### src/rtl/core/ktc_pkg.sv
package ktc_pkg;

   // Operation codes carried on req_op.
   localparam logic [2:0] OP_INSERT = 3'd0;
   localparam logic [2:0] OP_REMOVE = 3'd1;
   localparam logic [2:0] OP_UPDATE = 3'd2;
   localparam logic [2:0] OP_LOOKUP = 3'd3;
   localparam logic [2:0] OP_LIST   = 3'd4;

   // Status codes carried on rsp_status.
   localparam logic [2:0] STAT_OK       = 3'd0;
   localparam logic [2:0] STAT_FULL     = 3'd1;
   localparam logic [2:0] STAT_DUP      = 3'd2;
   localparam logic [2:0] STAT_NOTFOUND = 3'd3;
   localparam logic [2:0] STAT_EMPTY    = 3'd4;

   // One table entry as held in the store.
   typedef struct packed {
      logic signed [31:0] key;
      logic [31:0]        value;
   } entry_type;

   // Write request from the sequencer to the store.
   typedef struct packed {
      logic      en;
      entry_type data;
   } mem_wr_type;

endpackage

### src/rtl/core/ktc_table.sv
module ktc_table import ktc_pkg::*; #(
   parameter int DEPTH  = 16,
   parameter int ADDR_W = 4
) (
   input  logic              clock,
   input  mem_wr_type        wr_req,
   input  logic [ADDR_W-1:0] wr_addr,
   input  logic [ADDR_W-1:0] rd_addr,
   output entry_type         rd_data
);

   // Entry store: one write port and one registered read port.
   entry_type table_mem [DEPTH];
   entry_type rd_data_ff;

   always_ff @(posedge clock) begin
      if (wr_req.en) begin
         table_mem[wr_addr] <= wr_req.data;
      end
      rd_data_ff <= table_mem[rd_addr];
   end

   assign rd_data = rd_data_ff;

endmodule

### src/rtl/core/keyed_table_with_compaction.sv
// Response: an op on an empty table, a full insert or an insert into an empty table gives its
// word in the cycle after acceptance; search ops walk the occupied entries through the
// read port, remove then copies each later entry down, and list gives one word per cycle.
// Flow: one item at a time, each walking the single read port of the store; the receiver
// cannot stall, each word shows for one cycle.
// Reset: synchronous, active high; clears the entry count, the sequencer and the response strobe, not the store.
module keyed_table_with_compaction import ktc_pkg::*; #(
   parameter int CAPACITY = 16
) (
   input  logic               clock,
   input  logic               reset,
   input  logic               start,
   output logic               busy,
   input  logic [2:0]         req_op,
   input  logic signed [31:0] req_key,
   input  logic [31:0]        req_value,
   output logic               rsp_strobe,
   output logic [2:0]         rsp_status,
   output logic signed [31:0] rsp_found_key,
   output logic [31:0]        rsp_found_value,
   output logic [3:0]         rsp_position,
   output logic               rsp_last
);

   // Count width holds CAPACITY itself; the index width addresses the store.
   localparam int CNT_W = $clog2(CAPACITY + 1);
   localparam int IDX_W = (CAPACITY > 1) ? $clog2(CAPACITY) : 1;

   // Sequencer states.
   localparam logic [1:0] ST_IDLE   = 2'd0;
   localparam logic [1:0] ST_SEARCH = 2'd1;
   localparam logic [1:0] ST_SHIFT  = 2'd2;
   localparam logic [1:0] ST_LIST   = 2'd3;

   logic [1:0]         state_ff, state_in;
   logic [2:0]         op_ff, op_in;
   logic signed [31:0] key_ff, key_in;
   logic [31:0]        value_ff, value_in;
   logic [CNT_W-1:0]   cnt_ff, cnt_in;
   logic [CNT_W-1:0]   iss_ff, iss_in;
   logic               pend_vld_ff, pend_vld_in;
   logic [CNT_W-1:0]   pend_idx_ff, pend_idx_in;
   logic [CNT_W-1:0]   pos_ff, pos_in;

   logic               strobe_ff, strobe_in;
   logic [2:0]         status_ff, status_in;
   logic signed [31:0] fkey_ff, fkey_in;
   logic [31:0]        fvalue_ff, fvalue_in;
   logic [3:0]         position_ff, position_in;
   logic               last_ff, last_in;

   mem_wr_type         wr_req;
   logic [CNT_W-1:0]   wr_idx;
   logic [IDX_W-1:0]   wr_addr;
   logic [IDX_W-1:0]   rd_addr;
   entry_type          rd_data;

   logic               hit;
   logic               pend_is_last;
   logic [CNT_W-1:0]   pend_dst;

   // The store is read at the issue pointer every cycle; the data of the entry
   // issued in one cycle is compared, copied or reported in the next.
   ktc_table #(
      .DEPTH  (CAPACITY),
      .ADDR_W (IDX_W)
   ) u_table (
      .clock   (clock),
      .wr_req  (wr_req),
      .wr_addr (wr_addr),
      .rd_addr (rd_addr),
      .rd_data (rd_data)
   );

   assign rd_addr      = iss_ff[IDX_W-1:0];
   assign wr_addr      = wr_idx[IDX_W-1:0];
   assign hit          = pend_vld_ff && (rd_data.key == key_ff);
   assign pend_is_last = (pend_idx_ff == cnt_ff - CNT_W'(1));
   assign pend_dst     = pend_idx_ff - CNT_W'(1);

   always_comb begin
      state_in    = state_ff;
      op_in       = op_ff;
      key_in      = key_ff;
      value_in    = value_ff;
      cnt_in      = cnt_ff;
      iss_in      = iss_ff;
      pend_vld_in = 1'b0;
      pend_idx_in = pend_idx_ff;
      pos_in      = pos_ff;

      strobe_in   = 1'b0;
      status_in   = STAT_OK;
      fkey_in     = '0;
      fvalue_in   = '0;
      position_in = '0;
      last_in     = 1'b1;

      wr_req      = '0;
      wr_idx      = '0;

      // The walking states share one issue pointer that steps through the
      // occupied entries, one read per cycle.
      if (state_ff != ST_IDLE) begin
         if (iss_ff < cnt_ff) begin
            iss_in      = iss_ff + CNT_W'(1);
            pend_vld_in = 1'b1;
            pend_idx_in = iss_ff;
         end
      end

      case (state_ff)
         ST_IDLE: begin
            if (start) begin
               op_in    = req_op;
               key_in   = req_key;
               value_in = req_value;
               iss_in   = '0;
               case (req_op)
                  OP_INSERT: begin
                     if (cnt_ff >= CNT_W'(CAPACITY)) begin
                        strobe_in = 1'b1;
                        status_in = STAT_FULL;
                     end else if (cnt_ff == '0) begin
                        // Nothing to search: the entry goes straight to the head.
                        wr_req.en         = 1'b1;
                        wr_req.data.key   = req_key;
                        wr_req.data.value = req_value;
                        cnt_in            = cnt_ff + CNT_W'(1);
                        strobe_in         = 1'b1;
                     end else begin
                        state_in = ST_SEARCH;
                     end
                  end
                  OP_REMOVE, OP_UPDATE: begin
                     if (cnt_ff == '0) begin
                        strobe_in = 1'b1;
                        status_in = STAT_EMPTY;
                     end else begin
                        state_in = ST_SEARCH;
                     end
                  end
                  OP_LOOKUP: begin
                     if (cnt_ff == '0) begin
                        strobe_in = 1'b1;
                        status_in = STAT_NOTFOUND;
                     end else begin
                        state_in = ST_SEARCH;
                     end
                  end
                  OP_LIST: begin
                     if (cnt_ff == '0) begin
                        strobe_in = 1'b1;
                        status_in = STAT_EMPTY;
                     end else begin
                        state_in = ST_LIST;
                     end
                  end
                  default: begin
                     // Undefined operations are dropped without a result.
                  end
               endcase
            end
         end

         ST_SEARCH: begin
            if (hit) begin
               pend_vld_in = 1'b0;
               case (op_ff)
                  OP_INSERT: begin
                     strobe_in = 1'b1;
                     status_in = STAT_DUP;
                     state_in  = ST_IDLE;
                  end
                  OP_UPDATE: begin
                     wr_req.en         = 1'b1;
                     wr_req.data.key   = key_ff;
                     wr_req.data.value = value_ff;
                     wr_idx            = pend_idx_ff;
                     strobe_in         = 1'b1;
                     position_in       = 4'(pend_idx_ff);
                     state_in          = ST_IDLE;
                  end
                  OP_LOOKUP: begin
                     strobe_in   = 1'b1;
                     fkey_in     = rd_data.key;
                     fvalue_in   = rd_data.value;
                     position_in = 4'(pend_idx_ff);
                     state_in    = ST_IDLE;
                  end
                  default: begin
                     // Remove: close the gap by copying each later entry down.
                     pos_in   = pend_idx_ff;
                     iss_in   = pend_idx_ff + CNT_W'(1);
                     state_in = ST_SHIFT;
                  end
               endcase
            end else if (pend_vld_ff && pend_is_last) begin
               // The last occupied entry did not match.
               pend_vld_in = 1'b0;
               strobe_in   = 1'b1;
               state_in    = ST_IDLE;
               if (op_ff == OP_INSERT) begin
                  wr_req.en         = 1'b1;
                  wr_req.data.key   = key_ff;
                  wr_req.data.value = value_ff;
                  wr_idx            = cnt_ff;
                  position_in       = 4'(cnt_ff);
                  cnt_in            = cnt_ff + CNT_W'(1);
               end else begin
                  status_in = STAT_NOTFOUND;
               end
            end
         end

         ST_SHIFT: begin
            if (pend_vld_ff) begin
               wr_req.en   = 1'b1;
               wr_req.data = rd_data;
               wr_idx      = pend_dst;
            end else if (iss_ff >= cnt_ff) begin
               cnt_in      = cnt_ff - CNT_W'(1);
               strobe_in   = 1'b1;
               position_in = 4'(pos_ff);
               state_in    = ST_IDLE;
            end
         end

         ST_LIST: begin
            if (pend_vld_ff) begin
               strobe_in   = 1'b1;
               fkey_in     = rd_data.key;
               fvalue_in   = rd_data.value;
               position_in = 4'(pend_idx_ff);
               last_in     = pend_is_last;
               if (pend_is_last) begin
                  state_in = ST_IDLE;
               end
            end
         end

         default: begin
            state_in = ST_IDLE;
         end
      endcase
   end

   always_ff @(posedge clock) begin
      if (reset) begin
         state_ff    <= ST_IDLE;
         cnt_ff      <= '0;
         iss_ff      <= '0;
         pend_vld_ff <= 1'b0;
         strobe_ff   <= 1'b0;
      end else begin
         state_ff    <= state_in;
         cnt_ff      <= cnt_in;
         iss_ff      <= iss_in;
         pend_vld_ff <= pend_vld_in;
         strobe_ff   <= strobe_in;
      end
   end

   // Payload registers carry no reset.
   always_ff @(posedge clock) begin
      op_ff       <= op_in;
      key_ff      <= key_in;
      value_ff    <= value_in;
      pend_idx_ff <= pend_idx_in;
      pos_ff      <= pos_in;
      status_ff   <= status_in;
      fkey_ff     <= fkey_in;
      fvalue_ff   <= fvalue_in;
      position_ff <= position_in;
      last_ff     <= last_in;
   end

   assign busy            = (state_ff != ST_IDLE);
   assign rsp_strobe      = strobe_ff;
   assign rsp_status      = status_ff;
   assign rsp_found_key   = fkey_ff;
   assign rsp_found_value = fvalue_ff;
   assign rsp_position    = position_ff;
   assign rsp_last        = last_ff;

endmodule
### config.mk
export PLATFORM = sky130hd
export DESIGN_NAME = keyed_table_with_compaction
export DESIGN_NICKNAME = d
export VERILOG_FILES = /design/src/rtl/core/ktc_pkg.sv /design/src/rtl/core/ktc_table.sv /design/src/rtl/core/keyed_table_with_compaction.sv
export SDC_FILE = /design/constraint.sdc
export NUM_CORES = 1
export LEC_CHECK = 0
export BUFFER_PORTS_ARGS = -buffer_cell sky130_fd_sc_hd__buf_2
export CAP_MARGIN = 20
export CORE_ASPECT_RATIO = 1.2
export CORE_UTILIZATION = 55
export DETAILED_ROUTE_END_ITERATION = 7
export PLACE_DENSITY = 0.77
export RECOVER_POWER = 100
export SLEW_MARGIN = 30
export SYNTH_ARGS = -nofsm -noshare
export SYNTH_HDL_FRONTEND = slang
export SYNTH_SLANG_ARGS = --single-unit
### constraint.sdc
create_clock -name clock -period 10.84 [get_ports clock]
set_input_delay 0 -clock clock [delete_from_list [all_inputs] [get_ports clock]]
set_output_delay 0 -clock clock [all_outputs]
set_load 0.01 [all_outputs]
==> flow_metrics.tcl <==
set metrics [dict create \
    drt-vias-per-instance 6.570 \
    holdCritPathClass "input port to flip-flop" \
    wire_per_inst_um 30.92 \
    clk_latency_ps 680 \
    cts_buffers 113 \
    cts_resized 0 \
    synthesis.instances 2154 \
    clk_transition_reported_paths_ps 70 \
    drt.antenna.violating_nets 0 \
    layout_common_cells "1100 x edfxtp_1, 320 x mux4_2, 194 x clkbuf_1, 149 x dfxtp_1, 115 x clkbuf_16" \
    path_max_fanout 41 \
    peakVddDrop_mv 0.1453 \
    worst_setup_path_start_kind "flip-flop" \
    yosys.area_share.adder_pct 0.4274 \
    finalSetupViolations 0 \
    maxSlewHeadroom_pct -207.7 \
    synth-compound-area-share_pct 2.345 \
    power_uw 10090 \
    drtIter0Drc 3379 \
    io_pins 144 \
    p_leak_uw 0.01679 \
    synth_top_family_by_area "multiplexers" \
    io_buffers 143 \
    run_status "complete, but fails checks" \
    final_util_pct 63.11 \
    grt.total_usage_pct 26.54 \
    gp_congestion 0.8927 \
    yosys.area_share.xor_xnor_pct 0.9162 \
    grt_max_degree 78 \
    final_common_cell "edfxtp_1" \
    cts_root_buffer "clkbuf_16" \
    rows 116 \
    first_global_vias 24690 \
    coreArea_sq_um 83890 \
    cts_tree "done" \
    placed_area_sq_um 49030 \
    dr.pass1.iters 8 \
    via_count 23800 \
    drc_errors 2 \
    period_needed_ps 7450 \
    hold_violations 0 \
    power_density_nw_per_um2 190.7 \
    clkSinkCount 1250 \
    fin_area_sq_um 52940 \
    max_freq_mhz 134.2 \
    area_growth_pct 13.02 \
    post-dp-hpwl_mm 57.75 \
    dieWidth_um 268.4 \
    drive_above_1_share_pct 20.81 \
    synth_mux_area_share_pct 15.47 \
    routed_wl_mm 112.0 \
    worstMarginPinSlew_ps 4615 \
    synth_area_per_cell_sq_um 21.75 \
    overflow 0 \
    violations "design-rule violations, max-capacitance violations, max-slew violations" \
    synth-edff-count 1100 \
    clock_tree.buffer_depth 3 \
    cap_violations 29 \
    synth-simple-area-share_pct 2.644 \
    fillers 5504 \
    slew_viol_final 866 \
    synth_nets 2240 \
    synthFlopType "edfxtp_1" \
    end_kind "flip-flop" \
    ys_ff_latch 1250 \
    ys_types 58 \
    critPathKind "flip-flop to flip-flop" \
    antenna_found_initial 4 \
    initial_core_util_pct 55.84 \
    timing.final.crit_share_pct 68.73 \
    synthesis.area_sq_um 46840 \
    nets 2491 \
    dieArea_sq_um 86340 \
    die_y_um 321.7 \
    synthArstFlopShare_pct 0 \
    worstPathArrival_ps 7630 \
    grt_pass1_wl_mm 164.2 \
    finClkSkew_ps 31.56 \
    fin_tns_setup_ps 0 \
    rsz0062_at_grt "no" \
    yosysSeqAreaShare_pct 76.93 \
    synth_warnings 0 \
    worst-endpoint-required_ps 11020 \
    h-tree-depth 3 \
    hold_ws_ps 81.39 \
]
==> cell usage after synthesis (3+ instances only) <==
master | instances | area (sq um)
clkbuf_1 | 79 | 296.5
o21ai_1 | 5 | 25.02
clkbuf_8 | 3 | 41.29
xnor2_1 | 9 | 78.83
a21oi_1 | 21 | 105.1
inv_1 | 15 | 56.30
buf_2 | 7 | 35.03
and3_1 | 4 | 25.02
or3_1 | 6 | 37.54
mux4_2 | 320 | 7207
a211oi_1 | 3 | 22.52
nand4_1 | 3 | 18.77
o22ai_1 | 5 | 31.28
a22oi_1 | 5 | 37.54
buf_6 | 3 | 33.78
nor2b_1 | 67 | 419.2
ha_1 | 16 | 200.2
nor2_1 | 89 | 334.1
o21ai_0 | 10 | 50.05
nor4_1 | 11 | 68.82
nand3_1 | 14 | 70.07
a222oi_1 | 64 | 640.6
mux2i_1 | 4 | 40.04
dfxtp_1 | 150 | 3003
edfxtp_1 | 1100 | 33030
nor3_1 | 14 | 70.07
a21o_1 | 4 | 30.03
buf_1 | 25 | 93.84
xor2_1 | 40 | 350.3
nand2_1 | 22 | 82.58
==> registers in the layout, indices dropped and copies added, names as in the netlist, 4 cells and up <==
| signal | count |
|---|---|
| rsp_found_value | 32 |
| cnt_ff | 5 |
| rsp_position | 4 |
| pos_ff | 4 |
| pend_idx_ff | 5 |
| u_table.rd_data | 64 |
| key_ff | 32 |
| u_table.table_mem | 1024 |
| value_ff | 32 |
| rsp_found_key | 32 |
| iss_ff | 5 |
==> kinds of logic after synthesis <==
group           after synthesis
buf+inv                     137
flops                      1250
mux                         324
fa+ha+maj                    16
compound gates              136
xor+xnor                     49
simple gates                242
==> per-layer routing <==
layer,part of all wire [%],vias up,routed length [um],GRT usage [%]
li1,-,9490,-,-
met1,36,12410,40370,35.77
met2,50,1614,56420,43.58
met3,9.6,284,10770,4.174
met4,3.9,4,4405,10.96
met5,0.032,-,36,0
==> power breakdown <==
group,total (uW),internal [uW],leakage (uW),switching [uW]
Combinational,724,346,0.00338,378
Sequential,5480,5370,0.0116,109
Clock,3890,2190,0.00178,1690
Total,10100,7910,0.0168,2180
==> critical path, cell delays in order, from the launching register on <==
cell	delay, ps
dfxtp_1	530
inv_1	180
ha_1	380
xor2_1	170
o211ai_1	110
a211o_1	330
nor4_1	1300
a21o_1	320
nand3b_1	200
nor2_1	750
clkbuf_1	2620
==> stage by stage <==
step	cells	setup WS (ps)
floorplan	2154	1903
global placement	3333	5664
detailed placement	3338	5569
CTS	3618	5497
global route	3621	3219
finish	3622	3390
==> path summary, 6_finish.rpt <==
path	start	slack, ps	depth (start not counted)	to
max	cnt_ff[0]$_SDFFE_PP0P_	3390	10	u_table.table_mem[7][38]$_DFFE_PP_
min	req_value[3]	80	2	value_ff[3]$_DFFE_PP_
max reg2reg	cnt_ff[0]$_SDFFE_PP0P_	3390	10	u_table.table_mem[7][38]$_DFFE_PP_
min reg2reg	u_table.rd_data[11]$_DFF_P_	470	1	rsp_found_value[11]$_DFF_P_
==> layout make-up <==
class                      count  area (sq um)  share of cell area (%)
clock inverter                40         351.6                  0.6641
sequential                  1250         36040                   68.07
multi-input combinational    767         10230                   19.33
inverter                      16         61.31                  0.1158
clock buffer                 169          3258                   6.154
antenna                        2         5.005                0.009454
timing repair buffer         257          1590                   3.004
tap                         1121          1403                   2.649
==> timing repair <==
item	in CTS	in global routing
hold endpoints to repair	84	0
setup buffers	0	0
endpoints found under the setup margin	0	0
hold buffers	71	0
No activity file was read; power rests on OpenSTA's default activity.
